### src/rtl/ctq_pkg.sv
// Shared codes, widths and defaults for the cost-sorted tour queue.
`default_nettype none
package ctq_pkg;
    localparam int QUEUE_CAPACITY_DEF = 64;
    localparam int MAX_TOUR_DEF       = 16;
    localparam int QUEUE_DEPTH        = 2;

    localparam int COST_W   = 31;
    localparam int LEN_W    = 5;
    localparam int CITY_W   = 8;
    localparam int STATUS_W = 2;
    localparam int COUNT_W  = 7;

    localparam logic OP_ENQ = 1'b0;
    localparam logic OP_DEQ = 1'b1;

    localparam logic [STATUS_W-1:0] ST_OK    = 2'd0;
    localparam logic [STATUS_W-1:0] ST_EMPTY = 2'd1;
    localparam logic [STATUS_W-1:0] ST_FULL  = 2'd2;
endpackage
`default_nettype wire

### src/rtl/ctq_queue.sv
// Short request queue between the front and the back.
`default_nettype none
module ctq_queue import ctq_pkg::*; #(
    parameter int W = 8
) (
    input  wire logic         i_clk,
    input  wire logic         i_rst_n,
    input  wire logic         i_push,
    input  wire logic [W-1:0] i_data,
    input  wire logic         i_pop,
    output logic [W-1:0]      o_data,
    output logic              o_empty,
    output logic              o_full
);
    localparam int PW = (QUEUE_DEPTH > 1) ? $clog2(QUEUE_DEPTH) : 1;
    localparam int CW = $clog2(QUEUE_DEPTH + 1);

    logic [W-1:0]  r_mem [QUEUE_DEPTH];
    logic [PW-1:0] r_wp, r_rp;
    logic [CW-1:0] r_cnt;

    assign o_data  = r_mem[r_rp];
    assign o_empty = (r_cnt == '0);
    assign o_full  = (r_cnt == CW'(QUEUE_DEPTH));

    always_ff @(posedge i_clk) begin
        if (i_push) begin
            r_mem[r_wp] <= i_data;
        end
    end

    always_ff @(posedge i_clk) begin
        if (!i_rst_n) begin
            r_wp  <= '0;
            r_rp  <= '0;
            r_cnt <= '0;
        end else begin
            if (i_push) begin
                r_wp <= (r_wp == PW'(QUEUE_DEPTH - 1)) ? '0 : r_wp + 1'b1;
            end
            if (i_pop) begin
                r_rp <= (r_rp == PW'(QUEUE_DEPTH - 1)) ? '0 : r_rp + 1'b1;
            end
            r_cnt <= r_cnt + CW'(i_push) - CW'(i_pop);
        end
    end
endmodule
`default_nettype wire

### config.mk
export PLATFORM = sky130hd
export DESIGN_NAME = ctq_queue
export DESIGN_NICKNAME = d
export VERILOG_FILES = /design/src/rtl/ctq_pkg.sv /design/src/rtl/ctq_queue.sv
export SDC_FILE = /design/constraint.sdc
export NUM_CORES = 1
export LEC_CHECK = 0
export BUFFER_PORTS_ARGS = -buffer_cell sky130_fd_sc_hd__buf_4
export CORE_MARGIN = 2
export CORE_UTILIZATION = 45
export CTS_CLUSTER_SIZE = 10
export DETAILED_ROUTE_END_ITERATION = 10
export PLACE_DENSITY_LB_ADDON = 0.12
export SYNTH_ARGS = -nofsm -noshare
export SYNTH_HDL_FRONTEND = slang
export SYNTH_SLANG_ARGS = --single-unit
export TNS_END_PERCENT = 5
### constraint.sdc
create_clock -name i_clk -period 1.8 [get_ports i_clk]
set_input_delay 0.36 -clock i_clk [delete_from_list [all_inputs] [get_ports i_clk]]
set_output_delay 0.36 -clock i_clk [all_outputs]
set_load 0.05 [all_outputs]
==> key figures <==
Outcome
  • Run status: completed

Power and ir drop
  • Clock network fraction of total power: 19.8%
  • Seq pwr share: a little over half
  • Peak VDD IR: 571 uV
  • Pint: 0.000756 W
  • Net Switching: between 0.0003 and 0.0004 W
  • Design Power: 0.00106 W
  • PD cells: 1040 mW/mm^2
  • Switching fraction of total power: 28.7%
  • Leak Pwr: 0.409 nW
  • Logic gate share of total power: between 20% and 30%

Floorplan
  • Core Region: 0.00171 sq mm
  • Ports: 22
  • Die Width: between 40 and 50 microns
  • Full die area: 0.00213 sq mm
  • Initial core utilization: roughly 47%
  • Row count: 15
  • DIE HEIGHT: around 46 microns

Clocking
  • H-Tree Depth: 1
  • Hold_buf cts: 0
  • Worst skew pair latency: ~0.29 ns
  • # clock sinks: 21
  • TritonCTS Buffers: 3
  • Bufs on Longest Clock Path: 2
  • Postcts setup bufs: 0
  • Clk root buf: clkbuf_4
  • CTS tree: yes
  • Worst-path clk slew: 0.10 ns

Timing
  • Setup_tns: 0 ns
  • Period minus WS final: 1.65 ns
  • Rel. slew slack: roughly 73%
  • Unrepaired setup endpoints after global routing: no
  • Skew final: 0.00262 ns
  • Worst Tran Pin Value: around 0.40 ns
  • Max Fclk: 0.608 GHz
  • Tcrit/Tclk final: 91.4%
  • # setup viols final: 0
  • Final Max Tran Viols: 0
  • Final hold vios: 0

Detailed routing
  • Vias per cell: ~4.6
  • Routed Antenna Nets: 0
  • Vias: 437
  • Post-Route WL: 1.11 mm
  • 1st-iter DRT viols: 5
  • Routed WL per cell: 11.6 microns
  • Remaining routing DRC violations: 0
  • Drt pass-1 iters: 2

Synthesis
  • Post-Syn Area: 801 sq um
  • Async S/R FF share, synth: 0%
  • Register area share after synthesis: 72.5%
  • Syn_nets: 60
  • Most used standard cell by instance count after synthesis: edfxtp_1
  • Number of synthesized register bits: 21
  • Cell count after synthesis: 46
  • Yosys top cell area share: between 60% and 70%
  • Synth top cells by count: edfxtp_1, mux2_2, dfxtp_1, and2_1, nor2b_1
  • Post-synthesis area per instance: 17.4 sq um
  • Top FF cell, synth: edfxtp_1
  • Synth warn: 0
  • Number of distinct library cells after synthesis: 12
  • Post-synth EDFFs: 16
  • Area leader, netlist: edfxtp_1
  • Top cells by area, synth: edfxtp_1, dfxtp_1, mux2_2

Worst setup path
  • Max incr delay on CP: 0.44 ns
  • Critical path's slowest cell: dfxtp_2
  • R2R Path Start: r_cnt[0]$_SDFF_PN0_
  • Crit path kind: flip-flop to output pin
  • Setup crit end kind: output pin
  • R2R Setup Slk: 0.57 ns
  • RR Endpoint: r_cnt[1]$_SDFF_PN0_
  • Cells on worst reg2reg path: 6
  • Crit path DAT: around 1.3 ns
  • Startpoint types: flip-flop
  • Critical path required time: 1.44 ns
  • Crit-path max FO: 8
  • Worst path cell trace: mux2_2 > buf_4

Min path
  • Hold endpoint: r_mem[1][6]$_DFFE_PP_
  • Cell count of the worst hold path: 1
  • Class of the worst hold path: input port to flip-flop
  • Hold Startpoint: i_data[6]

Global routing
  • Vias in the first global route: 424
  • GRT Total Usage: 11.8%
  • Largest net degree at the start of global routing: 12
  • Grt total ovfl: 0
  • First-pass GRT wire length: 1.70 mm
  • Initial antenna violation count: 0

Final layout
  • Layout cell share with drive strength beyond 1: 47.9%
  • Post-layout nets: between 80 and 90
  • ANT cells: 0
  • Synth-to-layout area growth: 27.3%

Placed design
  • I/O Buffers: 21
  • Final GP Congestion: 0.656

Run
  • Maxcap violations: 0
-- cell usage in the layout (no fill, tap or decap) --
| cell | n |
|---|---|
| buf_4 | 22 |
| edfxtp_1 | 16 |
| mux2_2 | 8 |
| nor2b_1 | 4 |
| and2_1 | 4 |
| dfxtp_1 | 4 |
| clkbuf_4 | 3 |
| inv_1 | 2 |
| ha_1 | 2 |
| nor2_1 | 1 |
| xor2_1 | 1 |
| o21a_1 | 1 |
| xnor3_1 | 1 |
| dfxtp_2 | 1 |
| clkbuf_1 | 1 |
-- flip-flops by register name (all words and copies together), names as in the netlist, named ones only --
name / flops
r_mem: 16
r_cnt: 2
r_rp: 1
r_wp: 1
-- worst max-delay path: cells and delay by family, from the launching register on --
kind	cells	cell delay, ns
buffers and inverters	1	0.19
muxes	1	0.36
DFF	1	0.44
-- worst max-delay path by stage --
stage / from / endpoint / slack, ns
CTS: flip-flop / o_data[5] / 0.004
floorplan: r_cnt[1]$_SDFF_PN0_ / o_full / 0.37
global route: flip-flop / o_data[1] / 0.1
global placement: flip-flop / o_data[6] / 0.36
detailed placement: flip-flop / o_data[5] / 0.34
finish: flip-flop / o_data[5] / 0.15
-- through the flow --
| step | util, % | hold WS, ns | instance area, sq um | setup WS [ns] | cells |
|---|---|---|---|---|---|
| final | 59.7 | 0.251 | 1020 | 0.154 | 96 |
| after global routing | 59.7 | 0.231 | 1020 | 0.0965 | 96 |
| after CTS | 59.6 | 0.241 | 1020 | 0.00415 | 96 |
| after detailed placement | 58.1 | 0.549 | 992 | 0.344 | 92 |
| after global placement | 58.1 | 0.545 | 992 | 0.359 | 92 |
| after floorplan | - | 0.459 | 801 | 0.372 | 46 |
-- area by class of cell --
| cell class | count | area (sq um) |
|---|---|---|
| fill | 148 | 688 |
| sequential | 21 | 582 |
| multi-input combinational | 22 | 208 |
| timing repair buffer | 22 | 165 |
| tap | 25 | 31.3 |
| clock buffer | 4 | 26.3 |
| inverter | 2 | 7.51 |
-- power by group through the flow --
stage / registers (W) / logic (W) / clock network [W]
4_1_cts: 0.000579 / 0.000274 / 0.000219
6_report: 0.000579 / 0.000271 / 0.000210
2_1_floorplan: 0.000580 / 0.000200 / 0
3_5_place_dp: 0.000590 / 0.000274 / 0
3_3_place_gp: 0.000588 / 0.000271 / 0
5_1_grt: 0.000583 / 0.000287 / 0.000238
-- repair_timing --
| item | 4_1_cts | 5_1_grt |
|---|---|---|
| endpoints found under the hold margin | 0 | 0 |
| setup endpoints to repair | 0 | 8 |
| resized for setup | 0 | 1 |
-- cells by family after synthesis --
family          count (synthesis)  share of synthesized area (%)
compound gates                  1                          0.938
xor+xnor                        2                           3.91
fa+ha+maj                       2                           3.12
buf+inv                         3                           1.56
flops                          21                           72.5
mux                             8                           11.3
simple gates                    9                           6.72
-- routing by layer --
metal,wire [microns],track usage [%],up-vias
met3,66,2.75,0
met5,0,0,-
met2,613,21.4,12
met1,432,12.3,211
met4,0,6.86,0
li1,-,-,214
(Power assumes the default switching activity.)
