==> src/rtl/ctq_pkg.sv <==
// Shared codes, widths and defaults for the cost-sorted tour queue.
`default_nettype none
package ctq_pkg;
    localparam int QUEUE_CAPACITY_DEF = 64;
    localparam int MAX_TOUR_DEF       = 16;
    localparam int QUEUE_DEPTH        = 2;

    localparam int COST_W   = 31;
    localparam int LEN_W    = 5;
    localparam int CITY_W   = 8;
    localparam int STATUS_W = 2;
    localparam int COUNT_W  = 7;

    localparam logic OP_ENQ = 1'b0;
    localparam logic OP_DEQ = 1'b1;

    localparam logic [STATUS_W-1:0] ST_OK    = 2'd0;
    localparam logic [STATUS_W-1:0] ST_EMPTY = 2'd1;
    localparam logic [STATUS_W-1:0] ST_FULL  = 2'd2;
endpackage
`default_nettype wire

==> src/rtl/ctq_front.sv <==
// Front: takes requests, stages tour cities and queues whole commands.
`default_nettype none
module ctq_front import ctq_pkg::*; #(
    parameter int MAX_TOUR = MAX_TOUR_DEF,
    parameter int CMD_W    = 8
) (
    input  wire logic              i_clk,
    input  wire logic              i_rst_n,
    input  wire logic              i_accept,
    input  wire logic              i_operation,
    input  wire logic [COST_W-1:0] i_cost,
    input  wire logic [LEN_W-1:0]  i_tour_length,
    input  wire logic [CITY_W-1:0] i_city,
    input  wire logic              i_last_city,
    output logic                   o_push,
    output logic [CMD_W-1:0]       o_cmd
);
    localparam int FW = $clog2(MAX_TOUR + 1);

    logic [MAX_TOUR*CITY_W-1:0] r_stage, n_stage;
    logic [FW-1:0]              r_fill, n_fill;

    always_comb begin
        n_stage = r_stage;
        n_fill  = r_fill;
        if (i_accept && i_operation == OP_ENQ && r_fill < FW'(MAX_TOUR)) begin
            for (int i = 0; i < MAX_TOUR; i++) begin
                if (r_fill == FW'(i)) begin
                    n_stage[i*CITY_W +: CITY_W] = i_city;
                end
            end
            n_fill = r_fill + 1'b1;
        end
    end

    assign o_push = i_accept && (i_operation == OP_DEQ || i_last_city);
    assign o_cmd  = {i_operation, i_cost, i_tour_length, n_fill, n_stage};

    always_ff @(posedge i_clk) begin
        r_stage <= n_stage;
    end

    always_ff @(posedge i_clk) begin
        if (!i_rst_n) begin
            r_fill <= '0;
        end else if (i_accept && i_operation == OP_ENQ && i_last_city) begin
            r_fill <= '0;
        end else begin
            r_fill <= n_fill;
        end
    end
endmodule
`default_nettype wire

==> config.mk <==
export PLATFORM = sky130hd
export DESIGN_NAME = ctq_front
export DESIGN_NICKNAME = d
export VERILOG_FILES = /design/src/rtl/ctq_pkg.sv /design/src/rtl/ctq_front.sv
export SDC_FILE = /design/constraint.sdc
export NUM_CORES = 1
export LEC_CHECK = 0
export ABC_CLOCK_PERIOD_IN_PS = 2100
export BUFFER_PORTS_ARGS = -buffer_cell sky130_fd_sc_hd__clkbuf_2
export CORE_MARGIN = 2
export CORE_UTILIZATION = 32
export DETAILED_ROUTE_END_ITERATION = 16
export PLACE_DENSITY = 0.72
export SLEW_MARGIN = 30
export SYNTH_ARGS = -nofsm -noshare
export SYNTH_HDL_FRONTEND = slang
export SYNTH_SLANG_ARGS = --single-unit
export TNS_END_PERCENT = 5
==> constraint.sdc <==
create_clock -name i_clk -period 2.1 [get_ports i_clk]
set_input_delay 0.63 -clock i_clk [delete_from_list [all_inputs] [get_ports i_clk]]
set_output_delay 0.63 -clock i_clk [all_outputs]
set_load 0.01 [all_outputs]
==> flow_metrics.env <==
export IMPL_place_hpwl_um=719
export IMPL_cts_sinks=13
export IMPL_synth_area_um2=518
export IMPL_ys_warn_count=0
export IMPL_hold_path_endpoint="r_stage[5]"
export IMPL_fin_crit_ns=2.24
export IMPL_place_congestion=0.735
export IMPL_max_cap_violations=0
export IMPL_instances_no_fill=91
export IMPL_synthArstFlopShare_pct=0
export IMPL_syn2layout_area_growth_pct=36.2
export IMPL_coreArea_um2=1510
export IMPL_post_route_period_util_pct=107
export IMPL_crit_chain="clkbuf_2, nor3b_4, nand3_4, mux2_2, clkbuf_2"
export IMPL_grt_util_all_layers_pct=10.7
export IMPL_rsz0062_at_grt="yes"
export IMPL_rows=14
export IMPL_drt_iter0_drc=1
export IMPL_ys_seq_area_share_pct=50.2
export IMPL_r2r_slack_ns=0.73
export IMPL_setup_tns_ns=-1.07
export IMPL_synth_edf_count=0
export IMPL_drv_slew=0
export IMPL_nNetsFinal=127
export IMPL_avgSynthCellArea_um2=11.0
export IMPL_crit_fanout=8
export IMPL_max_freq_mhz=446
export IMPL_postCtsResizedCells=2
export IMPL_critPathTopFamily="simple AND/OR/NAND/NOR gates"
export IMPL_crit_top_cell="clkbuf_2"
export IMPL_worstPathArrival_ns=1.61
export IMPL_critPathSlowestCell="mux2_2"
export IMPL_critical_path_buf_inv_count=2
export IMPL_grt_antenna_before_repair=0
export IMPL_cts_max_level=1
export IMPL_postCtsSetupBuffers=0
export IMPL_pre_cts_slack_ns=-0.227
export IMPL_worstMarginPinSlew_ns=0.243
export IMPL_syn_inst=47
export IMPL_hold_violations=0
export IMPL_ys_seq_elements=13
export IMPL_p_int_w=0.000415
export IMPL_hold_start="r_stage[5]"
export IMPL_drt_wl_total_um=910
export IMPL_die_area_um2=1960
export IMPL_start_kind="primary input"
export IMPL_utilization_pct=46.8
export IMPL_wire_per_inst_um=10.0
export IMPL_clock_skew_ns=0.00149
export IMPL_synth_fp_nets=98
export IMPL_start_util_pct=34.4
export IMPL_ys_types=18
export IMPL_portBuffers=21
export IMPL_num_antenna_cells=0
export IMPL_slowest_delay_ns=0.32
export IMPL_fin_hold_ws_ns=0.474
export IMPL_critPathCaptureType="output port"
export IMPL_grt_pass1_wl_mm=1.53
export IMPL_yosysTopAreaCell="dfxtp_1"
export IMPL_p_clk_share_pct=26.5
export IMPL_grt_max_degree=9
export IMPL_maxSlewHeadroom_pct=83.8
export IMPL_ant_nets=0
export IMPL_required_ns=1.47
export IMPL_tritoncts="built"
export IMPL_switching_share_pct=24.8
export IMPL_vias=426
export IMPL_status="finished, violations left"
export IMPL_dp_cells=87
export IMPL_p_leak_nw=0.316
export IMPL_seqPwrFrac_pct=51.8
export IMPL_via_per_inst=4.68
export IMPL_power_density_nw_per_um2=782
export IMPL_die_h_um=44.2
export IMPL_hold_class="flop to flop"
export IMPL_ys_flop_type="dfxtp_1"
export IMPL_grt_pass1_vias=412
export IMPL_clk_pin_slew_ns=0.07
export IMPL_hold_path_depth=1
export IMPL_rr_worst_depth=3
export IMPL_yosys_top_cells_area="dfxtp_1 50%, mux2_2 17%, ha_1 4.8%, nand2_1 3.6%, a21oi_1 2.9%"
export IMPL_clkLatencyLatePin_ns=0.26
export IMPL_path_class="primary input to output port"
export IMPL_grt_overflow_total=0
export IMPL_failed_checks="negative setup slack"
export IMPL_finalSetupViolCount=8
export IMPL_switchingPower_w=0.000137
export IMPL_chipWidth_um=44.2
export IMPL_cts_buffer_depth=2
export IMPL_p_comb_share_pct=21.6
export IMPL_drive_above_1_share_pct=50.7
export IMPL_rr_endpoint="r_fill[3]"
export IMPL_root_buffer="clkbuf_4"
export IMPL_fin_ws_ns=-0.144
export IMPL_dr_pass1_iters=2
export IMPL_netlist_area_leader_share_pct=50.2
export IMPL_cts_hold_buf=0
export IMPL_r2r_start="r_fill[4]"
export IMPL_drc=0
export IMPL_cts_buffers=3
export IMPL_design_portCount=58
export IMPL_peakVddDrop_mv=0.444
==> layer usage <==
layer	part of all wire [%]	wire length, um	global-route usage (%)
met1	45	409	12.6
met4	0	0	3.64
met5	0	0	0
met3	8.8	80	3.67
met2	46	419	17.9
==> power by group through the flow <==
| stage | clock [W] | combinational (W) | sequential (W) |
|---|---|---|---|
| floorplan | 0 | 0.0000675 | 0.000290 |
| global placement | 0 | 0.000115 | 0.000291 |
| detailed placement | 0 | 0.000117 | 0.000292 |
| CTS | 0.000152 | 0.000121 | 0.000287 |
| global route | 0.000167 | 0.000131 | 0.000289 |
| finish | 0.000147 | 0.000119 | 0.000286 |
==> synthesized netlist by cell type, drive strengths merged (2+ instances only) <==
master,instances
a21oi,3
mux2,8
dfxtp,13
nand3,2
inv,2
nand2,5
ha,2
nor2,3
==> kinds of logic after synthesis <==
family	synth area share, %
adders and majority gates	4.83
DFF	50.2
xor gates and xnor gates	1.69
muxes	17.4
buffers and inverters	1.45
AOI/OAI and AO/OA	6.52
and+or+nand+nor	17.9
==> flip-flops by register name, indices dropped and copies added (netlist names) <==
register  cells
r_stage       8
r_fill        5
==> worst reg2reg max path, stage by stage (launching register included) <==
cell     delay, ns
dfxtp_1       0.35
or3b_1        0.45
or3_1         0.37
a21oi_1       0.14
==> per-stage QoR <==
step,cell area [um^2],total power [W]
6_report,706,0.000552
2_1_floorplan,518,0.000357
3_3_place_gp,666,0.000406
3_5_place_dp,666,0.000409
4_1_cts,706,0.000560
5_1_grt,706,0.000587
==> how the worst max path moves through the flow <==
stage	from	end	slack [ns]	cells after the start
after CTS	i_operation	o_cmd[0]	-0.15	5
after floorplan	i_operation	o_cmd[0]	0.09	3
final	i_operation	o_cmd[0]	-0.14	5
after detailed placement	i_operation	o_cmd[0]	-0.23	5
after global routing	i_operation	o_cmd[0]	-0.20	5
after global placement	i_operation	o_cmd[0]	-0.20	5
==> placed cells by master (no fill, tap or decap), drive strengths merged <==
| cell type | synthesis | layout |
|---|---|---|
| o21a | 1 | 1 |
| clkbuf | 0 | 25 |
| ha | 2 | 2 |
| nor3b | 1 | 1 |
| nor2 | 3 | 3 |
| a31oi | 1 | 1 |
| inv | 2 | 2 |
| nand2 | 5 | 5 |
| o21ai | 1 | 1 |
| mux2 | 8 | 8 |
| buf | 0 | 3 |
| and4bb | 1 | 1 |
| or3 | 1 | 1 |
| nand3 | 2 | 2 |
| nand3b | 1 | 1 |
| dfxtp | 13 | 13 |
| a21oi | 3 | 3 |
| or3b | 1 | 1 |
| xnor2 | 1 | 1 |
==> layout make-up <==
| cell class | instances | area [um^2] |
|---|---|---|
| sequential | 13 | 260 |
| timing repair buffer | 24 | 128 |
| tap | 16 | 20.0 |
| fill | 154 | 801 |
| multi-input combinational | 32 | 264 |
| inverter | 2 | 7.51 |
| clock buffer | 4 | 26.3 |
(Power assumes the default switching activity.)
